<file path="src/rtl/aescbc_pkg.sv">
`timescale 1ns / 1ps
// ----------------------------------------------------------------------------
// aescbc_pkg
// Shared types, command codes and AES inverse tables for the CBC decrypt unit.
// ----------------------------------------------------------------------------
package aescbc_pkg;

    localparam int ROUND_KEY_WORDS = 44;
    localparam int RK_ROWS         = ROUND_KEY_WORDS / 4;
    localparam int RK_ROW_W        = $clog2(RK_ROWS);
    localparam int LAST_ROUND      = RK_ROWS - 1;

    localparam logic [1:0] CMD_LOAD_KEY   = 2'd0;
    localparam logic [1:0] CMD_LOAD_CHAIN = 2'd1;
    localparam logic [1:0] CMD_DECRYPT    = 2'd2;

    typedef logic [RK_ROW_W-1:0] t_round;

    // controller -> datapath
    typedef struct packed {
        logic   load_key;
        logic   load_chain;
        logic   start;
        logic   do_round;
        logic   last;
        logic   finish;
        t_round round;
    } t_dp_cmd;

    function automatic logic [7:0] inv_sbox(input logic [7:0] x);
        logic [7:0] s;
        case (x)
            8'h00: s=8'h52; 8'h01: s=8'h09; 8'h02: s=8'h6A; 8'h03: s=8'hD5;
            8'h04: s=8'h30; 8'h05: s=8'h36; 8'h06: s=8'hA5; 8'h07: s=8'h38;
            8'h08: s=8'hBF; 8'h09: s=8'h40; 8'h0A: s=8'hA3; 8'h0B: s=8'h9E;
            8'h0C: s=8'h81; 8'h0D: s=8'hF3; 8'h0E: s=8'hD7; 8'h0F: s=8'hFB;
            8'h10: s=8'h7C; 8'h11: s=8'hE3; 8'h12: s=8'h39; 8'h13: s=8'h82;
            8'h14: s=8'h9B; 8'h15: s=8'h2F; 8'h16: s=8'hFF; 8'h17: s=8'h87;
            8'h18: s=8'h34; 8'h19: s=8'h8E; 8'h1A: s=8'h43; 8'h1B: s=8'h44;
            8'h1C: s=8'hC4; 8'h1D: s=8'hDE; 8'h1E: s=8'hE9; 8'h1F: s=8'hCB;
            8'h20: s=8'h54; 8'h21: s=8'h7B; 8'h22: s=8'h94; 8'h23: s=8'h32;
            8'h24: s=8'hA6; 8'h25: s=8'hC2; 8'h26: s=8'h23; 8'h27: s=8'h3D;
            8'h28: s=8'hEE; 8'h29: s=8'h4C; 8'h2A: s=8'h95; 8'h2B: s=8'h0B;
            8'h2C: s=8'h42; 8'h2D: s=8'hFA; 8'h2E: s=8'hC3; 8'h2F: s=8'h4E;
            8'h30: s=8'h08; 8'h31: s=8'h2E; 8'h32: s=8'hA1; 8'h33: s=8'h66;
            8'h34: s=8'h28; 8'h35: s=8'hD9; 8'h36: s=8'h24; 8'h37: s=8'hB2;
            8'h38: s=8'h76; 8'h39: s=8'h5B; 8'h3A: s=8'hA2; 8'h3B: s=8'h49;
            8'h3C: s=8'h6D; 8'h3D: s=8'h8B; 8'h3E: s=8'hD1; 8'h3F: s=8'h25;
            8'h40: s=8'h72; 8'h41: s=8'hF8; 8'h42: s=8'hF6; 8'h43: s=8'h64;
            8'h44: s=8'h86; 8'h45: s=8'h68; 8'h46: s=8'h98; 8'h47: s=8'h16;
            8'h48: s=8'hD4; 8'h49: s=8'hA4; 8'h4A: s=8'h5C; 8'h4B: s=8'hCC;
            8'h4C: s=8'h5D; 8'h4D: s=8'h65; 8'h4E: s=8'hB6; 8'h4F: s=8'h92;
            8'h50: s=8'h6C; 8'h51: s=8'h70; 8'h52: s=8'h48; 8'h53: s=8'h50;
            8'h54: s=8'hFD; 8'h55: s=8'hED; 8'h56: s=8'hB9; 8'h57: s=8'hDA;
            8'h58: s=8'h5E; 8'h59: s=8'h15; 8'h5A: s=8'h46; 8'h5B: s=8'h57;
            8'h5C: s=8'hA7; 8'h5D: s=8'h8D; 8'h5E: s=8'h9D; 8'h5F: s=8'h84;
            8'h60: s=8'h90; 8'h61: s=8'hD8; 8'h62: s=8'hAB; 8'h63: s=8'h00;
            8'h64: s=8'h8C; 8'h65: s=8'hBC; 8'h66: s=8'hD3; 8'h67: s=8'h0A;
            8'h68: s=8'hF7; 8'h69: s=8'hE4; 8'h6A: s=8'h58; 8'h6B: s=8'h05;
            8'h6C: s=8'hB8; 8'h6D: s=8'hB3; 8'h6E: s=8'h45; 8'h6F: s=8'h06;
            8'h70: s=8'hD0; 8'h71: s=8'h2C; 8'h72: s=8'h1E; 8'h73: s=8'h8F;
            8'h74: s=8'hCA; 8'h75: s=8'h3F; 8'h76: s=8'h0F; 8'h77: s=8'h02;
            8'h78: s=8'hC1; 8'h79: s=8'hAF; 8'h7A: s=8'hBD; 8'h7B: s=8'h03;
            8'h7C: s=8'h01; 8'h7D: s=8'h13; 8'h7E: s=8'h8A; 8'h7F: s=8'h6B;
            8'h80: s=8'h3A; 8'h81: s=8'h91; 8'h82: s=8'h11; 8'h83: s=8'h41;
            8'h84: s=8'h4F; 8'h85: s=8'h67; 8'h86: s=8'hDC; 8'h87: s=8'hEA;
            8'h88: s=8'h97; 8'h89: s=8'hF2; 8'h8A: s=8'hCF; 8'h8B: s=8'hCE;
            8'h8C: s=8'hF0; 8'h8D: s=8'hB4; 8'h8E: s=8'hE6; 8'h8F: s=8'h73;
            8'h90: s=8'h96; 8'h91: s=8'hAC; 8'h92: s=8'h74; 8'h93: s=8'h22;
            8'h94: s=8'hE7; 8'h95: s=8'hAD; 8'h96: s=8'h35; 8'h97: s=8'h85;
            8'h98: s=8'hE2; 8'h99: s=8'hF9; 8'h9A: s=8'h37; 8'h9B: s=8'hE8;
            8'h9C: s=8'h1C; 8'h9D: s=8'h75; 8'h9E: s=8'hDF; 8'h9F: s=8'h6E;
            8'hA0: s=8'h47; 8'hA1: s=8'hF1; 8'hA2: s=8'h1A; 8'hA3: s=8'h71;
            8'hA4: s=8'h1D; 8'hA5: s=8'h29; 8'hA6: s=8'hC5; 8'hA7: s=8'h89;
            8'hA8: s=8'h6F; 8'hA9: s=8'hB7; 8'hAA: s=8'h62; 8'hAB: s=8'h0E;
            8'hAC: s=8'hAA; 8'hAD: s=8'h18; 8'hAE: s=8'hBE; 8'hAF: s=8'h1B;
            8'hB0: s=8'hFC; 8'hB1: s=8'h56; 8'hB2: s=8'h3E; 8'hB3: s=8'h4B;
            8'hB4: s=8'hC6; 8'hB5: s=8'hD2; 8'hB6: s=8'h79; 8'hB7: s=8'h20;
            8'hB8: s=8'h9A; 8'hB9: s=8'hDB; 8'hBA: s=8'hC0; 8'hBB: s=8'hFE;
            8'hBC: s=8'h78; 8'hBD: s=8'hCD; 8'hBE: s=8'h5A; 8'hBF: s=8'hF4;
            8'hC0: s=8'h1F; 8'hC1: s=8'hDD; 8'hC2: s=8'hA8; 8'hC3: s=8'h33;
            8'hC4: s=8'h88; 8'hC5: s=8'h07; 8'hC6: s=8'hC7; 8'hC7: s=8'h31;
            8'hC8: s=8'hB1; 8'hC9: s=8'h12; 8'hCA: s=8'h10; 8'hCB: s=8'h59;
            8'hCC: s=8'h27; 8'hCD: s=8'h80; 8'hCE: s=8'hEC; 8'hCF: s=8'h5F;
            8'hD0: s=8'h60; 8'hD1: s=8'h51; 8'hD2: s=8'h7F; 8'hD3: s=8'hA9;
            8'hD4: s=8'h19; 8'hD5: s=8'hB5; 8'hD6: s=8'h4A; 8'hD7: s=8'h0D;
            8'hD8: s=8'h2D; 8'hD9: s=8'hE5; 8'hDA: s=8'h7A; 8'hDB: s=8'h9F;
            8'hDC: s=8'h93; 8'hDD: s=8'hC9; 8'hDE: s=8'h9C; 8'hDF: s=8'hEF;
            8'hE0: s=8'hA0; 8'hE1: s=8'hE0; 8'hE2: s=8'h3B; 8'hE3: s=8'h4D;
            8'hE4: s=8'hAE; 8'hE5: s=8'h2A; 8'hE6: s=8'hF5; 8'hE7: s=8'hB0;
            8'hE8: s=8'hC8; 8'hE9: s=8'hEB; 8'hEA: s=8'hBB; 8'hEB: s=8'h3C;
            8'hEC: s=8'h83; 8'hED: s=8'h53; 8'hEE: s=8'h99; 8'hEF: s=8'h61;
            8'hF0: s=8'h17; 8'hF1: s=8'h2B; 8'hF2: s=8'h04; 8'hF3: s=8'h7E;
            8'hF4: s=8'hBA; 8'hF5: s=8'h77; 8'hF6: s=8'hD6; 8'hF7: s=8'h26;
            8'hF8: s=8'hE1; 8'hF9: s=8'h69; 8'hFA: s=8'h14; 8'hFB: s=8'h63;
            8'hFC: s=8'h55; 8'hFD: s=8'h21; 8'hFE: s=8'h0C; 8'hFF: s=8'h7D;
            default: s = 8'h00;
        endcase
        return s;
    endfunction

    function automatic logic [7:0] gf_dbl(input logic [7:0] v);
        return {v[6:0], 1'b0} ^ (v[7] ? 8'h1B : 8'h00);
    endfunction

    // InvMixColumns column {0E,09,0D,0B} * InvSbox[x]
    function automatic logic [31:0] inv_col(input logic [7:0] x);
        logic [7:0] x1, x2, x4, x8;
        x1 = inv_sbox(x);
        x2 = gf_dbl(x1);
        x4 = gf_dbl(x2);
        x8 = gf_dbl(x4);
        return {x8 ^ x4 ^ x2, x8 ^ x1, x8 ^ x4 ^ x1, x8 ^ x2 ^ x1};
    endfunction

endpackage

</file>
<file path="src/rtl/aescbc_ctrl.sv">
`timescale 1ns / 1ps
// ----------------------------------------------------------------------------
// aescbc_ctrl
// Command decode and round sequencer for the CBC decrypt unit.
// ----------------------------------------------------------------------------
module aescbc_ctrl (
    input  logic                 i_clk,
    input  logic                 i_rst_n,
    input  logic                 i_valid,
    input  logic [1:0]           i_command,
    output logic                 o_stall,
    input  logic                 i_out_busy,
    output aescbc_pkg::t_dp_cmd  o_cmd
);

    localparam logic [1:0] ST_IDLE  = 2'd0;
    localparam logic [1:0] ST_ROUND = 2'd1;
    localparam logic [1:0] ST_WAIT  = 2'd2;

    logic [1:0]          r_state, n_state;
    aescbc_pkg::t_round  r_round, n_round;
    logic                accept;

    assign o_stall = (r_state != ST_IDLE);
    assign accept  = i_valid && (r_state == ST_IDLE);

    always_comb begin
        n_state = r_state;
        n_round = r_round;
        o_cmd   = '0;
        o_cmd.round = r_round;
        case (r_state)
            ST_IDLE: begin
                if (accept) begin
                    o_cmd.load_key   = (i_command == aescbc_pkg::CMD_LOAD_KEY);
                    o_cmd.load_chain = (i_command == aescbc_pkg::CMD_LOAD_CHAIN);
                    if (i_command == aescbc_pkg::CMD_DECRYPT) begin
                        o_cmd.start = 1'b1;
                        n_round     = aescbc_pkg::t_round'(1);
                        n_state     = ST_ROUND;
                    end
                end
            end
            ST_ROUND: begin
                o_cmd.do_round = 1'b1;
                o_cmd.last = (r_round == aescbc_pkg::t_round'(aescbc_pkg::LAST_ROUND));
                if (o_cmd.last) begin
                    n_state = ST_WAIT;
                end else begin
                    n_round = r_round + 1'b1;
                end
            end
            ST_WAIT: begin
                // result register must be free before we publish
                if (!i_out_busy) begin
                    o_cmd.finish = 1'b1;
                    n_state      = ST_IDLE;
                end
            end
            default: n_state = ST_IDLE;
        endcase
    end

    always_ff @(posedge i_clk) begin
        if (!i_rst_n) begin
            r_state <= ST_IDLE;
            r_round <= '0;
        end else begin
            r_state <= n_state;
            r_round <= n_round;
        end
    end

    a_round_range: assert property (@(posedge i_clk) disable iff (!i_rst_n)
        (r_state == ST_ROUND) |-> (r_round != '0))
        else $error("round counter zero while running");
    a_last_to_wait: assert property (@(posedge i_clk) disable iff (!i_rst_n)
        (r_state == ST_ROUND && o_cmd.last) |=> (r_state == ST_WAIT))
        else $error("last round did not enter wait");
    a_start_run: assert property (@(posedge i_clk) disable iff (!i_rst_n)
        o_cmd.start |=> (r_state == ST_ROUND))
        else $error("decrypt start did not enter rounds");

endmodule

</file>
<file path="config.mk">
export PLATFORM = sky130hd
export DESIGN_NAME = aescbc_ctrl
export DESIGN_NICKNAME = d
export VERILOG_FILES = /design/src/rtl/aescbc_pkg.sv /design/src/rtl/aescbc_ctrl.sv
export SDC_FILE = /design/constraint.sdc
export NUM_CORES = 1
export LEC_CHECK = 0
export BUFFER_PORTS_ARGS = -buffer_cell sky130_fd_sc_hd__buf_2
export CAP_MARGIN = 20
export CORE_AREA = 2 2 39 41
export CTS_CLUSTER_DIAMETER = 30
export DETAILED_ROUTE_END_ITERATION = 10
export DIE_AREA = 0 0 41 43
export GPL_TIMING_DRIVEN = 0
export SKIP_LAST_GASP = 1
export SYNTH_ARGS = -nofsm -noshare
export SYNTH_HDL_FRONTEND = slang
export SYNTH_SLANG_ARGS = --single-unit
</file>
<file path="constraint.sdc">
create_clock -name i_clk -period 1.11 [get_ports i_clk]
set_input_delay 0.222 -clock i_clk [delete_from_list [all_inputs] [get_ports i_clk]]
set_output_delay 0.222 -clock i_clk [all_outputs]
set_load 0.03 [all_outputs]
</file>
==> metrics.txt, run 1 <==
Critical Path Source=r_state[0]$_SDFFE_PN0P_; clock buffer count from CTS=3; Max stage delay on crit path=~0.44 ns; CP max stage cell=or3b_4; die area=around 0.0018 mm²; Mapped Avg Cell Area=around 9.6 µm²; initial antenna violation count=0; Area Growth Syn to Fin=80.6%; PnR worst setup slack=-0.469 ns; VDD IR max=~530 µV; Core ar.=0.00138 mm²; largest net degree at the start of global routing=10; failing checks=negative setup slack; Worst Setup Start Kind=register; RSZ-0062 raised after global routing=true; max_cap viols=0; hold_ws=about 0.36 ns; CTS sink cnt=6; sequential cell area=138 µm²; Max Freq=0.633 GHz; Final setup viols=13; Slew HR=roughly three quarters; Routed wire per std cell=about 12 µm; hold_buf cts=0; Root Driver=clkbuf_4; Vias/cell=~5; most instantiated cells after synthesis=6 x dfxtp_1, 3 x nand2_1, 3 x nor2b_1, 3 x nor3b_1; clock skew=just under 0.006 ns; Fillers=129; diode count=0; CTS H-tree lvls=1; Synth Register Bits=6; first-pass GRT wire length=1.59 mm; Post-DRT Antenna Nets=0; leakage power=roughly 0.35 nW; design area=709 µm²; Worst Hold Class=input port to register; Post-synth EDFFs=0; TritonCTS clock tree=yes; non-filler cells, final=83; largest cells by area after synthesis=dfxtp_1 31%, o2bb2ai_4 7.0%, ha_1 6.4%; vias in the first global route=376; first-pass detailed-route iteration total=4; PwrDens=just over 800 mW/mm²; crit path max fanout=4; routability cong.=around 0.74; Synth Instances=between 40 and 50; fin. max-slew vios=0; Row Count=14; DR DRC count=0; Worst Tran Pin Value=around 0.37 ns; footprint of the multi-input gates=a little over 300 µm²; die width=41 µm; Async SR Flop Fraction=0%; Finished Core Util=between 50% and 60%; Setup CP Type=register to primary output; Starting DRT DRC Count=11; setup_tns=-3.55 ns; total congestion overflow=0; final hold vios=0; area share of the largest cell type after synthesis=between 30 and 40%; WP data required=between 0.8 and 0.9 ns; Final Critical Period=between 1.5 and 2 ns; CP Data Arrival Time=1.36 ns; worst path cell trace=or3b_4 > nor3b_4 > buf_6; I/O Buffers=15; Yosys cell types=27; via count=between 400 and 500; Post-DP HPWL=about 700 µm; status=finished, violations left; Mapped Area=around 390 µm²; share of cells above drive strength 1=a little over two thirds; clock latency on the worst-skew pair=0.24 ns; clk slew on worst S/H paths=~0.04 ns; Die Y=around 43 µm; IO Count=17; Critical Path Sink Type=primary output; hold_sp=i_rst_n; Primary FF master, synth=dfxtp_1; gr usage total=approximately 14%; worst reg2reg path startpoint=r_state[0]$_SDFFE_PN0P_; setup slack, reg-to-reg=-0.30 ns; area leader, netlist=dfxtp_1; Clock Path Buffers=2; Cells after DPL=between 70 and 80; top-count cell post-synth=dfxtp_1; Initial Util=between 20% and 30%; sequential area share after synthesis=between 30% and 40%; DP Area=roughly 550 µm²; Yosys Warn Count=0; Routed WL=around 1.0 mm; fin nets=just under 80; syn nets=49; Tcrit/Tclk final=142%
cell families after synthesis:
| logic type | after synthesis | synth area share [%] |
|---|---|---|
| adders and majority gates | 2 | 6.37 |
| and+or+nand+nor | 22 | 39.8 |
| AOI/OAI and AO/OA | 7 | 18.2 |
| DFF | 6 | 30.6 |
| buffers and inverters | 4 | 5.09 |
cell type report:
type	instances	share of cell area (%)
Clock buffer	3	3.17
Tap cell	16	2.82
Inverter	1	0.882
Sequential cell	6	19.4
Buffer	3	2.65
Timing Repair Buffer	23	27.3
Multi-Input combinational cell	31	43.7
cells in the final DEF, fill, tap and decap left out:
cell       count
buf_2          5
nor2b_1        3
nor3_4         1
o2111ai_1      1
o21ai_1        1
dfxtp_4        4
o211a_1        1
buf_4          9
or3b_4         1
nand3_1        1
dfxtp_2        2
buf_1          1
ha_1           1
clkbuf_4       5
o21a_1         1
and3b_2        1
and2_1         2
nand4b_1       2
o31ai_1        1
ha_4           1
nand2b_1       1
nor3b_4        2
o21ai_2        1
nor2_2         1
and3_1         1
nor3b_2        1
o2bb2ai_4      1
nand3b_4       1
or2_2          1
nand2_1        3
buf_6          9
inv_4          1
sequential cells by signal (all words and copies together) (netlist names):
name and count:
r_round 4, r_state 2
where the power goes:
part           internal, mW  switching [mW]  leakage, nW
clock network         0.122          0.0778       0.0138
logic                0.0779          0.0793        0.288
registers             0.217         0.00660       0.0527
total                 0.417           0.164        0.355
critical path: cells and delay by family, from the launching register on:
kind          cells  cell delay [ns]
buf+inv           1             0.15
flops             1             0.33
simple gates      2             0.63
timing repair:
| item | 4_1_cts | 5_1_grt |
|---|---|---|
| pin swaps | 5 | 6 |
| setup endpoints to repair | 12 | 15 |
| buffers inserted | 5 | 3 |
| gates resized for setup | 17 | 11 |
final timing paths:
path,end,cells past startpoint
worst max-delay path,o_cmd[8],3
worst min-delay path,r_state[1]$_SDFFE_PN0P_,2
worst max register to register,r_round[0]$_SDFFE_PN0P_,5
worst min register to register,r_round[2]$_SDFFE_PN0P_,2
per-stage QoR:
step	setup WS [ns]	total power [mW]
final	-0.469	0.581
after CTS	-0.488	0.575
after detailed placement	-0.282	0.348
after global placement	-0.272	0.345
after global routing	-0.512	0.610
after floorplan	-0.245	0.313
per-layer routing:
metal,track usage (%),vias to the layer above,wire (µm)
li1,-,203,-
met1,14.9,190,404
met2,22.5,15,559
met3,3.14,2,48
met4,8.00,0,6
met5,0,-,0
No activity file was read; power rests on OpenSTA's default activity.
==> run 2: changes to the inputs <==
Settings changed: CAP_MARGIN 20 to not set, CELL_PAD_IN_SITES_DETAIL_PLACEMENT set to 1, CELL_PAD_IN_SITES_GLOBAL_PLACEMENT set to 2, CORE_AREA 2 2 39 41 to not set, CORE_MARGIN set to 2, CORE_UTILIZATION set to 24, DIE_AREA 0 0 41 43 to not set, PLACE_DENSITY_LB_ADDON set to 0.1.
Clock period 1.11 ns to 1.6 ns, I/O delays scaled along.
==> run 2 against run 1 <==
  * The flow still finishes with violations (negative setup slack)
  * Worst setup slack better by 0.42 ns
  * Clock skew down 0.0023 ns
  * Sequential share of layout area up 0.95 points
  * Critical path type unchanged
==> metrics.txt, run 2 (synthesis gave the netlist of run 1 again) <==
largest registers=r_round x4, r_state x2; clock buffer count from CTS=3 (unchanged); via count=406 (-0.98%); Worst Tran Pin Value=0.354 ns (-0.0138 ns); Critical Path Sink Type=primary output; share of cells above drive strength 1=64.2% (-6.0 points); CP Data Arrival Time=1.33 ns (-0.03 ns); Die Y=44.5 µm (+3.4%); die width=44.5 µm (+8.4%); Row Count=14 (unchanged); Final Critical Period=1.65 ns; Final setup viols=3 (-10); largest net degree at the start of global routing=10 (unchanged); Vias/cell=4.89 (-0.98%); fin nets=77 (unchanged); Initial Util=25.8% (-2.6 points); crit path max fanout=4 (unchanged); Finished Core Util=42.0% (-9.3 points); Post-DRT Antenna Nets=0 (unchanged); Core ar.=0.00152 mm² (+10%); Max Freq=0.605 GHz; die area=0.00198 mm² (+12%); CTS sink cnt=6 (unchanged); DR DRC count=0 (unchanged); Largest Register=r_round; RSZ-0062 raised after global routing=true; setup slack, reg-to-reg=0.31 ns (+0.61 ns); Reg-to-Reg End=r_round[1]$_SDFFE_PN0P_; vias in the first global route=429 (+14%); Routed WL=1.16 mm (+13%); worst path cell trace=or3b_4 > nor3b_2 > buf_4; status=finished, violations left; max reg flops=4 (unchanged); leakage power=0.339 nW (-4.4%); worst reg2reg path startpoint=r_state[1]$_SDFFE_PN0P_; WP data required=1.28 ns (+0.39 ns); routability cong.=0.682 (-8.4%); Max stage delay on crit path=0.41 ns (-0.03 ns); Worst Hold Class=input port to register; CTS H-tree lvls=1 (unchanged); Starting DRT DRC Count=2 (-9); most common cell after layout, fill and taps aside=buf_4; Slew HR=76.4% (+0.92 points); failing checks=negative setup slack; PwrDens=597 mW/mm² (-27%); I/O Buffers=15 (unchanged); total congestion overflow=0 (unchanged); Routed wire per std cell=13.9 µm (+13%); Tcrit/Tclk final=103%; gr usage total=13.1% (-0.57 points); max_cap viols=0 (unchanged); fin. max-slew vios=0 (unchanged); TritonCTS clock tree=yes; PnR worst setup slack=-0.0521 ns (+0.417 ns); initial antenna violation count=0 (unchanged); hold_sp=i_rst_n; most frequent cells in the layout=12 x buf_4, 11 x buf_2, 3 x nor2b_1, 3 x nand2_1, 3 x clkbuf_4; Hold Path Depth=2 (unchanged); IO Count=17 (unchanged); pre-CTS WS=0.0605 ns (+0.343 ns); Clock Path Buffers=2 (unchanged); Area Growth Syn to Fin=62.7%; Worst Setup Start Kind=register; first-pass detailed-route iteration total=2 (-2); CP max stage cell=or3b_4; r2r worst-path depth=4 (-1); final hold vios=0 (unchanged); clock skew=0.00355 ns (-0.00233 ns); diode count=0 (unchanged); clock latency on the worst-skew pair=0.24 ns (about the same); VDD IR max=640 µV (+20%); clk slew on worst S/H paths=0.04 ns (about the same); Root Driver=clkbuf_4; first-pass GRT wire length=1.87 mm (+18%); Worst Hold Path EP=r_state[1]$_SDFFE_PN0P_; Setup CP Type=register to primary output
## run 2: cell count changes in the layout (fill, tap and decap cells not counted), sizes merged
cell / delta
clkbuf: -2
buf: +2
## run 2: critical path, delay by kind of cell, from the launching register on
family,cells,cell delay [ns]
flip-flops,1,0.34
AND/OR/NAND/NOR,2,0.57
buffers and inverters,1,0.17
## run 2: area by class of cell
class / instances / area (µm²)
Inverter: 1 / 6.26
Fill cell: 176 / 885
Tap cell: 16 / 20.0
Sequential cell: 6 / 130
Multi-Input combinational cell: 31 / 289
Buffer: 3 / 18.8
Timing Repair Buffer: 23 / 153
Clock buffer: 3 / 22.5
## run 2: how the worst max path moves through the flow
stage	startpoint	to	slack, ns	cells after the start
floorplan	r_round[1]$_SDFFE_PN0P_	o_cmd[5]	-0.15	3
global placement	i_valid	o_cmd[7]	0.1	4
detailed placement	i_valid	o_cmd[7]	0.06	4
CTS	r_state[1]$_SDFFE_PN0P_	o_cmd[8]	-0.06	3
global route	r_state[1]$_SDFFE_PN0P_	o_cmd[8]	-0.12	3
finish	r_state[1]$_SDFFE_PN0P_	o_cmd[8]	-0.05	3
## run 2: metrics by stage
stage               cell area, µm²  cells  total power, mW  hold slack (ns)  setup TNS [ns]
floorplan                      408     41            0.211            0.592          -0.226
global placement               503     72            0.230            0.496               0
detailed placement             503     72            0.234            0.517               0
CTS                            603     82            0.384            0.447          -0.121
global route                   639     83            0.412            0.462          -0.350
finish                         639     83            0.382            0.446         -0.0827
## run 2: repair_timing
| item | CTS | global route |
|---|---|---|
| setup endpoints to repair | 5 | 5 |
| resized for setup | 13 | 7 |
| hold buffers | 0 | 0 |
| pin swaps | 3 | 1 |
| setup buffers | 7 | 1 |
| endpoints found under the hold margin | 0 | 0 |
## run 2: where the power goes
part | internal (mW) | total, mW | switching [mW] | leakage (nW)
registers | 0.153 | 0.157 | 0.00418 | 0.0511
logic | 0.0399 | 0.0892 | 0.0493 | 0.274
clock network | 0.0846 | 0.136 | 0.0509 | 0.0138
total | 0.277 | 0.382 | 0.104 | 0.339
## run 2: metal layers
layer,global-route usage (%),share of wire [%],vias to the layer above
met1,13.8,34,188
met3,5.71,8.5,0
li1,-,-,201
met2,24.3,57,17
met5,0,0,-
met4,1.82,0,0
==> run 3: changes to the inputs <==
Settings changed: PLACE_DENSITY set to 0.81, PLACE_DENSITY_LB_ADDON 0.1 to not set.
==> run 3 against run 2 <==
  * The run still ends with negative setup slack left
  * Flip-flop and latch count did not move
  * First-iteration DRC count is 50% higher
  * Clock skew is 0.0030 ns higher
  * Critical path type unchanged
==> metrics.txt, run 3 (synthesis gave the netlist of run 1 again) <==
status=finished, violations left; failing checks=negative setup slack; clock latency on the worst-skew pair=0.25 ns (about the same); die area=0.00198 mm² (unchanged); TritonCTS clock tree=yes; initial antenna violation count=0 (unchanged); worst path cell trace=or3b_4 > nor3b_2 > buf_4; Worst Setup Start Kind=register; final hold vios=0 (unchanged); CP bufs+invs=1 (unchanged); Critical Path Sink Type=primary output; most common cell after layout, fill and taps aside=buf_4; Post-DP HPWL=682 µm; CTS H-tree lvls=1 (unchanged); via count=395 (-2.7%); Core ar.=0.00152 mm² (unchanged); routability cong.=0.686 (+0.59%); Max Freq=0.602 GHz (-0.60%); Max stage delay on crit path=0.42 ns (about the same); Tcrit/Tclk final=104% (+0.63 points); vias in the first global route=388 (-9.6%); total congestion overflow=0 (unchanged); Routed WL=1.08 mm (-6.3%); Row Count=14 (unchanged); clk slew on worst S/H paths=0.05 ns (about the same); Routed wire per std cell=13.0 µm (-6.3%); Final Critical Period=1.66 ns (+0.0100 ns); CP Data Arrival Time=1.34 ns (about the same); Largest Register=r_round; Worst Tran Pin Value=0.393 ns (+0.0389 ns); Starting DRT DRC Count=3 (+1); IO Count=17 (unchanged); DR DRC count=0 (unchanged); Crit path max-delay family=simple AND/OR/NAND/NOR gates; diode count=0 (unchanged); most frequent cells in the layout=12 x buf_4, 11 x buf_2, 4 x clkbuf_4; leakage power=0.336 nW (-0.87%); PwrDens=620 mW/mm² (+3.9%); gr usage total=12.7% (-0.47 points); Clock Path Buffers=2 (unchanged); fin nets=77 (unchanged); max_cap viols=0 (unchanged); share of cells above drive strength 1=64.2% (unchanged); VDD IR max=278 µV (-57%); Root Driver=clkbuf_4; setup slack, reg-to-reg=0.27 ns (-0.04 ns); Setup CP Type=register to primary output; WP data required=1.28 ns (about the same); Finished Core Util=41.3% (-0.66 points); fin. max-slew vios=0 (unchanged); Area Growth Syn to Fin=60.2%; CTS sink cnt=6 (unchanged); I/O Buffers=15 (unchanged); Worst Hold Class=input port to register; max reg flops=4 (unchanged); Slew HR=73.8% (-2.6 points); largest registers=r_round x4, r_state x2; pre-CTS WS=0.0816 ns (+0.0212 ns); RSZ-0062 raised after global routing=true; Initial Util=25.8% (unchanged); CP max stage cell=or3b_4; Post-DRT Antenna Nets=0 (unchanged); total power=0.390 mW (+2.3%); crit path max fanout=4 (unchanged); Die Y=44.5 µm (unchanged); hold_buf cts=0 (unchanged); die width=44.5 µm (unchanged); first-pass detailed-route iteration total=3 (+1); PnR worst setup slack=-0.0621 ns (-0.0100 ns); Final setup viols=3 (unchanged); Vias/cell=4.76 (-2.7%); largest net degree at the start of global routing=10 (unchanged); clock buffer count from CTS=3 (unchanged); first-pass GRT wire length=1.70 mm (-9.2%); clock skew=0.00656 ns (+0.00300 ns)
## run 3: changes by cell type in the layout (fill, tap and decap cells not counted), sizes merged
cell	delta
buf	-1
clkbuf	+1
## run 3: worst min-delay path: stages
cell and delay, ns:
buf_2 0.09, and3b_2 0.17, o21a_1 0.09
## run 3: final timing paths
check / start / to / depth (start not counted)
worst min-delay path: i_out_busy / r_state[1]$_SDFFE_PN0P_ / 3
worst max-delay path: r_state[0]$_SDFFE_PN0P_ / o_cmd[8] / 3
worst max register to register: r_round[0]$_SDFFE_PN0P_ / r_round[0]$_SDFFE_PN0P_ / 7
worst min register to register: r_round[2]$_SDFFE_PN0P_ / r_round[2]$_SDFFE_PN0P_ / 2
## run 3: power breakdown
group | switching, mW | total (mW) | internal [mW]
clock network | 0.0593 | 0.144 | 0.0851
registers | 0.00498 | 0.158 | 0.153
logic | 0.0475 | 0.0879 | 0.0405
## run 3: final cells by class
type / count / area [µm²]
Fill cell: 183 / 895
Sequential cell: 6 / 130
Multi-Input combinational cell: 31 / 283
Timing Repair Buffer: 23 / 149
Buffer: 3 / 18.8
Inverter: 1 / 6.26
Tap cell: 16 / 20.0
Clock buffer: 3 / 22.5
## run 3: what timing repair did
item / in CTS / in global routing
setup buffers: 5 / 3
setup endpoints to repair: 5 / 5
gates resized for setup: 11 / 6
pin swaps: 4 / 3
## run 3: per-stage QoR
step / hold WS, ns / setup TNS [ns] / std cells / cell area (µm²)
5_1_grt: 0.477 / -0.356 / 83 / 629
4_1_cts: 0.444 / -0.216 / 80 / 587
2_1_floorplan: 0.592 / -0.226 / 41 / 408
3_5_place_dp: 0.513 / 0 / 72 / 503
6_report: 0.450 / -0.0859 / 83 / 629
3_3_place_gp: 0.484 / 0 / 72 / 503
## run 3: metal layers
| layer | share of wire, % | vias up | GRT usage, % |
|---|---|---|---|
| li1 | - | 197 | - |
| met1 | 41 | 181 | 12.7 |
| met2 | 51 | 15 | 21.2 |
| met3 | 6.4 | 2 | 4.90 |
| met4 | 1.1 | 0 | 9.09 |
| met5 | 0 | - | 0 |
